==> config.mk <==
export PLATFORM = sky130hd
export DESIGN_NAME = keyed_timer_event_queue
export DESIGN_NICKNAME = d
export VERILOG_FILES = /design/src/sv/kteq_pkg.sv /design/src/sv/kteq_slot_store.sv /design/src/sv/kteq_scan_unit.sv /design/src/sv/keyed_timer_event_queue.sv
export SDC_FILE = /design/constraint.sdc
export NUM_CORES = 2
export LEC_CHECK = 0
export BUFFER_PORTS_ARGS = -buffer_cell sky130_fd_sc_hd__buf_2
export CAP_MARGIN = 20
export CORE_MARGIN = 2
export CORE_UTILIZATION = 60
export CTS_BUF_LIST = sky130_fd_sc_hd__clkbuf_2 sky130_fd_sc_hd__clkbuf_4 sky130_fd_sc_hd__clkbuf_8
export DETAILED_ROUTE_END_ITERATION = 10
export PLACE_DENSITY = 0.77
export SYNTH_ARGS = -nofsm -noshare
export SYNTH_HDL_FRONTEND = slang
export SYNTH_SLANG_ARGS = --single-unit
==> constraint.sdc <==
create_clock -name clk -period 19.32 [get_ports clk]
set_input_delay 1.932 -clock clk [delete_from_list [all_inputs] [get_ports clk]]
set_output_delay 1.932 -clock clk [all_outputs]
set_load 0.01 [all_outputs]
==> src/sv/kteq_pkg.sv <==
`timescale 1ns / 1ps
// ----------------------------------------------------------------------------
// kteq_pkg
// Shared types and codes for the keyed timer event queue.
// ----------------------------------------------------------------------------
package kteq_pkg;

  localparam logic [1:0] OP_SCHEDULE = 2'd0;
  localparam logic [1:0] OP_TICK     = 2'd1;
  localparam logic [1:0] OP_SERVICE  = 2'd2;
  localparam logic [1:0] OP_NONE     = 2'd3;

  localparam logic [2:0] ST_OK    = 3'd0;
  localparam logic [2:0] ST_FULL  = 3'd1;
  localparam logic [2:0] ST_FIRED = 3'd2;
  localparam logic [2:0] ST_IDLE  = 3'd3;
  localparam logic [2:0] ST_TICK  = 3'd4;

  typedef struct packed {
    logic [31:0] handler;
    logic [31:0] argument;
    logic [31:0] deadline;
  } entry_t;

  typedef struct packed {
    logic wr_key;
    logic wr_deadline;
    logic set_valid;
    logic clr_valid;
  } wr_cmd_t;

  typedef struct packed {
    logic hit;
    logic free;
    logic better;
  } scan_t;

endpackage

==> src/sv/kteq_slot_store.sv <==
`timescale 1ns / 1ps
// ----------------------------------------------------------------------------
// kteq_slot_store
// Slot memories with one registered read port and one write port, plus
// valid flags held in flip-flops.
// ----------------------------------------------------------------------------
module kteq_slot_store #(
  parameter int EVENT_SLOTS = 16,
  parameter int SLOT_W      = 4
) (
  input  logic                   clk,
  input  logic                   rst,
  input  logic [SLOT_W-1:0]      rd_addr,
  output kteq_pkg::entry_t       rd_data,
  output logic [EVENT_SLOTS-1:0] valid,
  input  logic [SLOT_W-1:0]      wr_addr,
  input  kteq_pkg::wr_cmd_t      wr_cmd,
  input  kteq_pkg::entry_t       wr_data
);
  import kteq_pkg::*;

  logic [31:0] mem_handler  [EVENT_SLOTS];
  logic [31:0] mem_argument [EVENT_SLOTS];
  logic [31:0] mem_deadline [EVENT_SLOTS];

  always_ff @(posedge clk) begin
    if (wr_cmd.wr_key) begin
      mem_handler[wr_addr]  <= wr_data.handler;
      mem_argument[wr_addr] <= wr_data.argument;
    end
    if (wr_cmd.wr_deadline) begin
      mem_deadline[wr_addr] <= wr_data.deadline;
    end
    rd_data.handler  <= mem_handler[rd_addr];
    rd_data.argument <= mem_argument[rd_addr];
    rd_data.deadline <= mem_deadline[rd_addr];
  end

  always_ff @(posedge clk) begin
    if (rst) begin
      valid <= '0;
    end else if (wr_cmd.set_valid) begin
      valid[wr_addr] <= 1'b1;
    end else if (wr_cmd.clr_valid) begin
      valid[wr_addr] <= 1'b0;
    end
  end

endmodule

==> src/sv/kteq_scan_unit.sv <==
`timescale 1ns / 1ps
// ----------------------------------------------------------------------------
// kteq_scan_unit
// Shared compare unit: key match, free slot and earliest-due test for the
// slot presented in the current scan cycle.
// ----------------------------------------------------------------------------
module kteq_scan_unit (
  input  kteq_pkg::entry_t entry,
  input  logic             entry_valid,
  input  logic [31:0]      key_handler,
  input  logic [31:0]      key_argument,
  input  logic [31:0]      clock_now,
  input  logic             best_found,
  input  logic [31:0]      best_age,
  output logic [31:0]      age,
  output kteq_pkg::scan_t  res
);
  import kteq_pkg::*;

  assign age = clock_now - entry.deadline;

  always_comb begin
    res.hit    = entry_valid && (entry.handler == key_handler)
                 && (entry.argument == key_argument);
    res.free   = !entry_valid;
    res.better = entry_valid && !age[31] && (!best_found || (age > best_age));
  end

endmodule

==> src/sv/keyed_timer_event_queue.sv <==
`timescale 1ns / 1ps
// ----------------------------------------------------------------------------
// keyed_timer_event_queue
// Table of keyed timer events with a millisecond clock and
// earliest-deadline-first service.
// ----------------------------------------------------------------------------
// usage
//   input beat: opcode, handler_id, argument, delay_ms under in_valid and
//   in_stall. opcode schedule (negative delay cancels), tick or service.
//   output beat: status, fired_handler, fired_argument under out_valid and
//   out_stall, exactly one per input beat, in order.
//   a tick or the unused opcode goes from idle straight to the done step,
//   which loads the output register. schedule and service read every slot
//   once through one memory read port and one compare unit, in the scan,
//   wait, update and done steps in that order; the done step loads the
//   output register.
//   in_stall stays high while a beat is being worked on.
//   a finished result waits in the output register while the next beat is
//   taken; the block holds in its last step while that register is full
//   and stalled.
//   reset clears all valid flags, the clock and the output valid flag; the
//   slot memories are not cleared and are read only behind a valid flag.
// ----------------------------------------------------------------------------
module keyed_timer_event_queue #(
  parameter int EVENT_SLOTS = 16
) (
  input  logic               clk,
  input  logic               rst,
  input  logic               in_valid,
  output logic               in_stall,
  input  logic [1:0]         opcode,
  input  logic [31:0]        handler_id,
  input  logic [31:0]        argument,
  input  logic signed [24:0] delay_ms,
  output logic               out_valid,
  input  logic               out_stall,
  output logic [2:0]         status,
  output logic [31:0]        fired_handler,
  output logic [31:0]        fired_argument
);
  import kteq_pkg::*;

  localparam int SLOT_W = (EVENT_SLOTS > 1) ? $clog2(EVENT_SLOTS) : 1;
  localparam logic [SLOT_W-1:0] LAST_SLOT = SLOT_W'(EVENT_SLOTS - 1);

  localparam logic [2:0] S_IDLE   = 3'd0;
  localparam logic [2:0] S_SCAN   = 3'd1;
  localparam logic [2:0] S_WAIT   = 3'd2;
  localparam logic [2:0] S_UPDATE = 3'd3;
  localparam logic [2:0] S_DONE   = 3'd4;

  logic [2:0]         state;
  logic [SLOT_W-1:0]  idx;
  logic               chk_valid;
  logic [SLOT_W-1:0]  chk_idx;
  logic [31:0]        clock_now;

  logic [1:0]         req_op;
  logic [31:0]        req_handler;
  logic [31:0]        req_argument;
  logic signed [24:0] req_delay;

  logic               match_found;
  logic [SLOT_W-1:0]  match_slot;
  logic               free_found;
  logic [SLOT_W-1:0]  free_slot;
  logic               best_found;
  logic [SLOT_W-1:0]  best_slot;
  logic [31:0]        best_age;
  logic [31:0]        best_handler;
  logic [31:0]        best_argument;

  logic [2:0]         res_status;
  logic [31:0]        res_handler;
  logic [31:0]        res_argument;

  entry_t                 rd_data;
  logic [EVENT_SLOTS-1:0] valid;
  logic [SLOT_W-1:0]      wr_addr;
  wr_cmd_t                wr_cmd;
  entry_t                 wr_data;
  logic [31:0]            age;
  scan_t                  scan;
  logic                   accept;
  logic                   out_free;

  assign accept   = in_valid && !in_stall;
  assign in_stall = (state != S_IDLE);
  assign out_free = !out_valid || !out_stall;

  kteq_slot_store #(
    .EVENT_SLOTS (EVENT_SLOTS),
    .SLOT_W      (SLOT_W)
  ) u_store (
    .clk     (clk),
    .rst     (rst),
    .rd_addr (idx),
    .rd_data (rd_data),
    .valid   (valid),
    .wr_addr (wr_addr),
    .wr_cmd  (wr_cmd),
    .wr_data (wr_data)
  );

  kteq_scan_unit u_scan (
    .entry        (rd_data),
    .entry_valid  (valid[chk_idx]),
    .key_handler  (req_handler),
    .key_argument (req_argument),
    .clock_now    (clock_now),
    .best_found   (best_found),
    .best_age     (best_age),
    .age          (age),
    .res          (scan)
  );

  // write port, used only in the update step
  always_comb begin
    wr_cmd           = '0;
    wr_addr          = match_slot;
    wr_data.handler  = req_handler;
    wr_data.argument = req_argument;
    wr_data.deadline = clock_now + {8'd0, req_delay[23:0]};
    if (state == S_UPDATE) begin
      if (req_op == OP_SCHEDULE) begin
        if (req_delay[24]) begin
          wr_cmd.clr_valid = match_found;
        end else if (match_found) begin
          wr_cmd.wr_deadline = 1'b1;
        end else if (free_found) begin
          wr_addr            = free_slot;
          wr_cmd.wr_key      = 1'b1;
          wr_cmd.wr_deadline = 1'b1;
          wr_cmd.set_valid   = 1'b1;
        end
      end else if (req_op == OP_SERVICE) begin
        wr_addr          = best_slot;
        wr_cmd.clr_valid = best_found;
      end
    end
  end

  always_ff @(posedge clk) begin
    if (rst) begin
      state       <= S_IDLE;
      idx         <= '0;
      chk_valid   <= 1'b0;
      clock_now   <= '0;
      out_valid   <= 1'b0;
      match_found <= 1'b0;
      free_found  <= 1'b0;
      best_found  <= 1'b0;
    end else begin
      if (out_valid && !out_stall && (state != S_DONE)) begin
        out_valid <= 1'b0;
      end

      if (chk_valid) begin
        if (scan.hit && !match_found) begin
          match_found <= 1'b1;
          match_slot  <= chk_idx;
        end
        if (scan.free && !free_found) begin
          free_found <= 1'b1;
          free_slot  <= chk_idx;
        end
        if (scan.better) begin
          best_found    <= 1'b1;
          best_slot     <= chk_idx;
          best_age      <= age;
          best_handler  <= rd_data.handler;
          best_argument <= rd_data.argument;
        end
      end

      unique case (state)
        S_IDLE: begin
          if (accept) begin
            req_op       <= opcode;
            req_handler  <= handler_id;
            req_argument <= argument;
            req_delay    <= delay_ms;
            match_found  <= 1'b0;
            free_found   <= 1'b0;
            best_found   <= 1'b0;
            idx          <= '0;
            res_handler  <= '0;
            res_argument <= '0;
            case (opcode) inside
              OP_SCHEDULE, OP_SERVICE: begin
                state <= S_SCAN;
              end
              OP_TICK: begin
                clock_now  <= clock_now + 32'd1;
                res_status <= ST_TICK;
                state      <= S_DONE;
              end
              default: begin
                res_status <= ST_OK;
                state      <= S_DONE;
              end
            endcase
          end
        end
        S_SCAN: begin
          chk_valid <= 1'b1;
          chk_idx   <= idx;
          if (idx == LAST_SLOT) begin
            state <= S_WAIT;
          end else begin
            idx <= idx + 1'b1;
          end
        end
        S_WAIT: begin
          chk_valid <= 1'b0;
          state     <= S_UPDATE;
        end
        S_UPDATE: begin
          if (req_op == OP_SCHEDULE) begin
            if (!req_delay[24] && !match_found && !free_found) begin
              res_status <= ST_FULL;
            end else begin
              res_status <= ST_OK;
            end
          end else if (best_found) begin
            res_status   <= ST_FIRED;
            res_handler  <= best_handler;
            res_argument <= best_argument;
          end else begin
            res_status <= ST_IDLE;
          end
          state <= S_DONE;
        end
        S_DONE: begin
          if (out_free) begin
            out_valid      <= 1'b1;
            status         <= res_status;
            fired_handler  <= res_handler;
            fired_argument <= res_argument;
            state          <= S_IDLE;
          end
        end
        default: begin
          state <= S_IDLE;
        end
      endcase
    end
  end

endmodule

# Yosys cells after proc, flatten, opt, wreduce, memory -nomap -nowiden

Memory sizes are Yosys's and may differ from the RTL's. A register that Yosys moved wholly into a read port is not among the register bits.
Cells that the tools add are included.

Shift-type cells: 0
Magnitude comparators: 4
Equal/unequal tests: 18
Add/sub/neg operators: 4
Divide/modulo/power cells: 0
Reduce and logical (&&, ||, !) cells: 43
Multiply operators: 0
Muxes and demuxes: 64
Bitwise operators: 5

Operators by type and width:

| cell                  | number |
|---|---|
| $mux 32               | 5 |
| $pmux 32 s2           | 2 |
| $eq 32x32->1          | 2 |
| $mux 4                | 9 |
| $mux 3                | 11 |
| $add 32x1->32 const B | 1 |
| $add 32x24->32        | 1 |
| $gt 32x32->1          | 1 |
| $mux 16               | 2 |
| $sub 32x32->32        | 1 |
| $mux 1                | 29 |
| $reduce_and 3->1      | 7 |
| $and 16x16->16        | 1 |
| $not 16->16           | 1 |
| $or 16x16->16         | 1 |
| $pmux 3 s5            | 1 |
| $ne 2x2->1 const B    | 7 |
| $logic_and 1x1->1     | 12 |
| $lt 4x5->1 const B    | 2 |
| $logic_not 1->1       | 9 |
| $pmux 4 s2            | 1 |
| $reduce_and 4->1      | 2 |
| $reduce_bool 2->1     | 4 |
| $eq 3x2->1 const B    | 2 |
| 20 further kinds      | 24 |

RAM bits: 1536
Bits in registers: 397
Latch bits: 0
Output and inout port bits: 69
Memories: 3
Logic and storage cells: 167
Input port bits: 95
Memory bits (read-only): 0

Memory list:

| name                 | depth | bits a word | rd ports | clocked after Yosys merged registers in | write ports | line                  | text |
|---|---|---|---|---|---|---|---|
| u_store.mem_argument | 16    | 32          | 1        | 1                                       | 1           | kteq_slot_store.sv:23 | `logic [31:0] mem_argument [EVENT_SLOTS];` |
| u_store.mem_deadline | 16    | 32          | 1        | 1                                       | 1           | kteq_slot_store.sv:24 | `logic [31:0] mem_deadline [EVENT_SLOTS];` |
| u_store.mem_handler  | 16    | 32          | 1        | 1                                       | 1           | kteq_slot_store.sv:22 | `logic [31:0] mem_handler [EVENT_SLOTS];` |

# Depth between registers and ports, before layout

Word-level depth: 13
Depth in mapped cells: 19
Depth with buffers taken out: 19

# Modules after synthesis

From an unflattened synthesis, not the netlist that was laid out.

Cells, all modules: 4009
Area, all modules: 78275.1 µm²

Modules (own cells, without submodules):

| module                  | cells each | seq. area each (µm²) | instances | area each (µm²) |
|---|---|---|---|---|
| kteq_slot_store         | 2561       | 48366.4              | 1         | 60262.8 |
| keyed_timer_event_queue | 962        | 11000.6              | 1         | 14654.1 |
| kteq_scan_unit          | 486        | 0.0                  | 1         | 3358.2 |

# Least setup slack after synthesis

Ideal clock, no wire load.

Kind: register -> register
Start point: register clock_now[0]
End point: register best_age[0], enable pin
Arrival time: 10.251 ns
Setup time: 0.682 ns
Clock period less this slack: 10.932 ns
Required time: 18.638 ns
Stages on the path, launching flop included: 18
Path slack: 8.388 ns
Buffers on the path: 0
Cell sequence: dfxtp_1 -> inv_1 -> ha_1 -> inv_1 -> fa_1 -> a211oi_1 -> nor2_1 -> o21ai_2 -> o311ai_2 -> a2111oi_4 -> nor3_1 -> o211ai_1 -> nand4b_1 -> ha_1 -> nand4_1 -> nor4_1 -> a221oi_1 -> nor3_1

Longest elaborated chain between the ends: 5
Elaborated cells on any way between the ends: 7
Classes of those cells: 1 x add/sub; 1 x order compare; 5 x reduce/logical

RTL lines:

| element                    | line                           | text |
|---|---|---|
| start, declared            | keyed_timer_event_queue.sv:56  | `logic [31:0] clock_now;` |
| start signal, assigned     | keyed_timer_event_queue.sv:194 | `clock_now <= clock_now + 32'd1;` |
| $sub 32x32->32             | kteq_scan_unit.sv:20           | `assign age = clock_now - entry.deadline;` |
| named net age[30]          | keyed_timer_event_queue.sv:82  | `logic [31:0] age;` |
| $gt 32x32->1               | kteq_scan_unit.sv:26           | `res.better = entry_valid && !age[31] && (!best_found \|\| (age > best_age));` |
| $logic_or 1x1->1           | kteq_scan_unit.sv:26           |  |
| $logic_and 1x1->1          | kteq_scan_unit.sv:26           |  |
| $reduce_and 3->1 (no line) | n/a                            |  |
| end signal, assigned       | keyed_timer_event_queue.sv:170 | `best_age <= age;` |
| end, declared              | keyed_timer_event_queue.sv:69  | `logic [31:0] best_age;` |

The timed path passes the listed nets, and every way through them passes these cells.
A chain may end at the register's enable or synchronous reset.

# Worst setup path after layout

Start point: register clock_now[0]
End point: register best_argument[28], enable pin

Longest elaborated chain between the ends: 5
Elaborated cells on any way between the ends: 7
Classes of those cells: 1 x add/sub; 1 x order compare; 5 x reduce/logical

RTL lines:

| element                    | line                           | text |
|---|---|---|
| $sub 32x32->32             | kteq_scan_unit.sv:20           |  |
| named net age[28]          | keyed_timer_event_queue.sv:82  |  |
| $gt 32x32->1               | kteq_scan_unit.sv:26           |  |
| $logic_or 1x1->1           | kteq_scan_unit.sv:26           |  |
| $logic_and 1x1->1          | kteq_scan_unit.sv:26           |  |
| $reduce_and 3->1 (no line) | n/a                            |  |
| end signal, assigned       | keyed_timer_event_queue.sv:172 | `best_argument <= rd_data.argument;` |
| end, declared              | keyed_timer_event_queue.sv:71  | `logic [31:0] best_argument;` |

The timed path passes the listed nets, and every way through them passes these cells.

==> impl_metrics.tcl <==
set metrics [dict create \
    hold_class "reg2reg" \
    grt_use_met1 0.391 \
    first_pass_iters 7 \
    syn_avg_cell_area_um2 21.0 \
    vdd_drop_max_mv 0.103 \
    hold_buffers 0 \
    synthFlopType "edfxtp_1" \
    synth_area_leaders "edfxtp_1 72%, mux4_2 14%, dfxtp_1 4.0%" \
    setup_viol 0 \
    grt_pass1_vias 38100 \
    ys_ff_latch 2029 \
    fmax_mhz 166 \
    post_cts_resized 0 \
    pwr-share-comb 0.052 \
    netlist_area_um2 77600 \
    slew_headroom 0.246 \
    post-synth-top-area-cell "edfxtp_1" \
    drive_gt1_frac 0.299 \
    grtUsageTotal 0.265 \
    critPathTopFamily "compound AO/OA/AOI/OAI gates" \
    critical_path_class "reg2reg" \
    port_buffers 163 \
    power_leakage_nw 28.4 \
    initial_core_util 0.606 \
    fin_nets 4307 \
    num-fill-cells 7703 \
    dp_hpwl_um 96100 \
    route.vias.total 38400 \
    power.switching_w 0.00193 \
    seqCellArea_um2 59400 \
    hold_viol_final 0 \
    die-width_um 364 \
    path_cells "inv_1 -> ha_1 -> inv_1 -> fa_1 -> a211oi_1 -> nor2_1 -> o21ai_2 -> o311ai_2 -> a2111oi_4 -> o31ai_1 -> a211oi_1 -> nor3_1 -> ha_1 -> nand4_1 -> nor4_1 -> a221oi_1 -> nor3_2 -> buf_4 -> buf_4" \
    fin_worst_skew_ns 0.0977 \
    cpPeakStageDelay_ns 0.76 \
    fin_setup_tns_ns 0 \
    seqPwrFrac 0.554 \
    cts_buffers 324 \
    powerDensity_nw_per_um2 103 \
    placementRows 131 \
    clock_path_buffers 4 \
    first_iter_violations 4879 \
    cpMaxStageDelayCell "buf_4" \
    grt_max_degree 111 \
    finalCritPeriodShare 0.312 \
    rsz0062_at_grt "no" \
    coreArea_um2 128000 \
    synthToLayoutAreaGrowth_pct 12.3 \
    grt_use_met2 0.402 \
    worstPathRequired_ns 19.94 \
    routed_via_density 6.30 \
    ant_nets 0 \
    synth_cells 3689 \
    timing.hold.ws_ns 0.410 \
    crit_fanout 49 \
    place_congestion 0.868 \
    dpl_worst_slack_ns 13.25 \
    synthTopCellsByCount "1,873 x edfxtp_1, 485 x mux4_2, 156 x dfxtp_1" \
    grt_pass1_wl_um 252000 \
    grt-ovfl-total 0 \
    synth-async-reset-ratio 0 \
    insertion_delay_ns 1.03 \
    drcViolationCount 0 \
    critPathLaunchType "flip-flop" \
    slew_violations 0 \
    min_period_ns 6.03 \
    ioPinCount 164 \
    avgRoutedWirePerCell_um 28.4 \
    synth_top_area_share 0.725 \
    outcome "complete, no violations" \
    drv_cap 0 \
    endpoint_kind "flip-flop" \
    cts_tree "done" \
    arrival_ns 6.65 \
    multiInputGateArea_um2 17400 \
    fp.dieH_um 364 \
    worst_pin_slew_ns 1.13 \
    clock_sinks 2029 \
    antenna_found_initial 14 \
    clk_pin_slew_ns 0.06 \
    routed_wl_um 173000 \
    htreeDepth 5 \
    syn_nets 3875 \
    power.clock.fraction 0.394 \
    synth_edf_count 1873 \
    synth.most_common_cell "edfxtp_1" \
    p_int_w 0.00706 \
    dieArea_um2 132000 \
    swShare 0.215 \
    root_buffer "clkbuf_8" \
    grt_use_met3 0.0720 \
    seq_area_frac_synth 0.765 \
    worst_slack_ns 13.29 \
    busiest_layer "met2" \
    synth_cell_types 74 \
    post_cts_buffers 0 \
    critPathBufInv 4 \
    ys_warn_count 0 \
]
## layout make-up
class	instances	share of cell area
antenna	2	0.0000574
clock buffer	476	0.0664
clock inverter	90	0.00547
inverter	105	0.00498
multi-input combinational	1411	0.200
sequential	2029	0.681
tap	1729	0.0248
timing repair buffer	250	0.0170
## power groups by stage
stage	registers (W)	logic, W	clock network [W]
floorplan	0.00504	0.000339	0
global placement	0.00507	0.000458	0
detailed placement	0.00508	0.000466	0
CTS	0.00498	0.000469	0.00360
global route	0.00499	0.000501	0.00379
finish	0.00498	0.000465	0.00355
## logic make-up after synthesis
kind of cell | count (synthesis) | share of synthesized area
flops | 2029 | 0.765
mux | 486 | 0.141
simple gates | 423 | 0.0287
compound gates | 271 | 0.0222
buf+inv | 249 | 0.0126
xor+xnor | 140 | 0.0158
fa+ha+maj | 91 | 0.0149
## worst paths after layout
check                                startpoint                 to  depth (start not counted)  slack [ns]
worst max-delay path               clock_now[0]  best_argument[28]                         19       13.29
worst min register to register  res_handler[21]  fired_handler[21]                          0        0.41
worst max register to register     clock_now[0]  best_argument[28]                         19       13.29
worst min-delay path            res_handler[21]  fired_handler[21]                          0        0.41
## registers in the layout, indices dropped and copies added, names as in the netlist, 25 cells and up, named ones only
signal,cells
fired_argument,32
best_argument,32
req_handler,32
res_handler,32
res_argument,32
u_store.mem_handler,512
best_handler,32
fired_handler,32
req_argument,32
u_store.mem_deadline,512
best_age,32
u_store.rd_data,96
clock_now,32
u_store.mem_argument,512
req_delay,25
## routing by layer
metal,routed length (um),part of all wire,vias up
met4,3010,0.017,8
met3,19000,0.11,231
met5,66,0.00038,-
met2,82300,0.48,2214
li1,-,-,16000
met1,68700,0.40,19900
## per-stage QoR
step / utilization / cells / total power [W] / area, um2
after floorplan: - / 3689 / 0.00538 / 77600
final: 0.681 / 6092 / 0.00900 / 87100
after detailed placement: 0.631 / 5507 / 0.00554 / 80700
after global routing: 0.681 / 6091 / 0.00928 / 87100
after CTS: 0.680 / 6073 / 0.00905 / 87000
after global placement: 0.631 / 5504 / 0.00553 / 80700
## layout by cell type (no fill, tap or decap), drive strengths merged, types with 7 or more instances in the layout
cell type  count
clkinv        80
nor2         106
xor2          42
a2111oi        7
and3          18
a211oi        13
nand2         69
nor2b         11
edfxtp      1873
a21o          26
mux4         485
a21oi         91
nand4         58
clkbuf       476
nor4          12
nand3         31
o21a          12
inv          107
nor3          21
o21ai         69
ha            89
and2          68
dfxtp        156
xnor2         98
buf          250
o21bai         9
nand2b         7
or3            8
(Power assumes the default switching activity.)
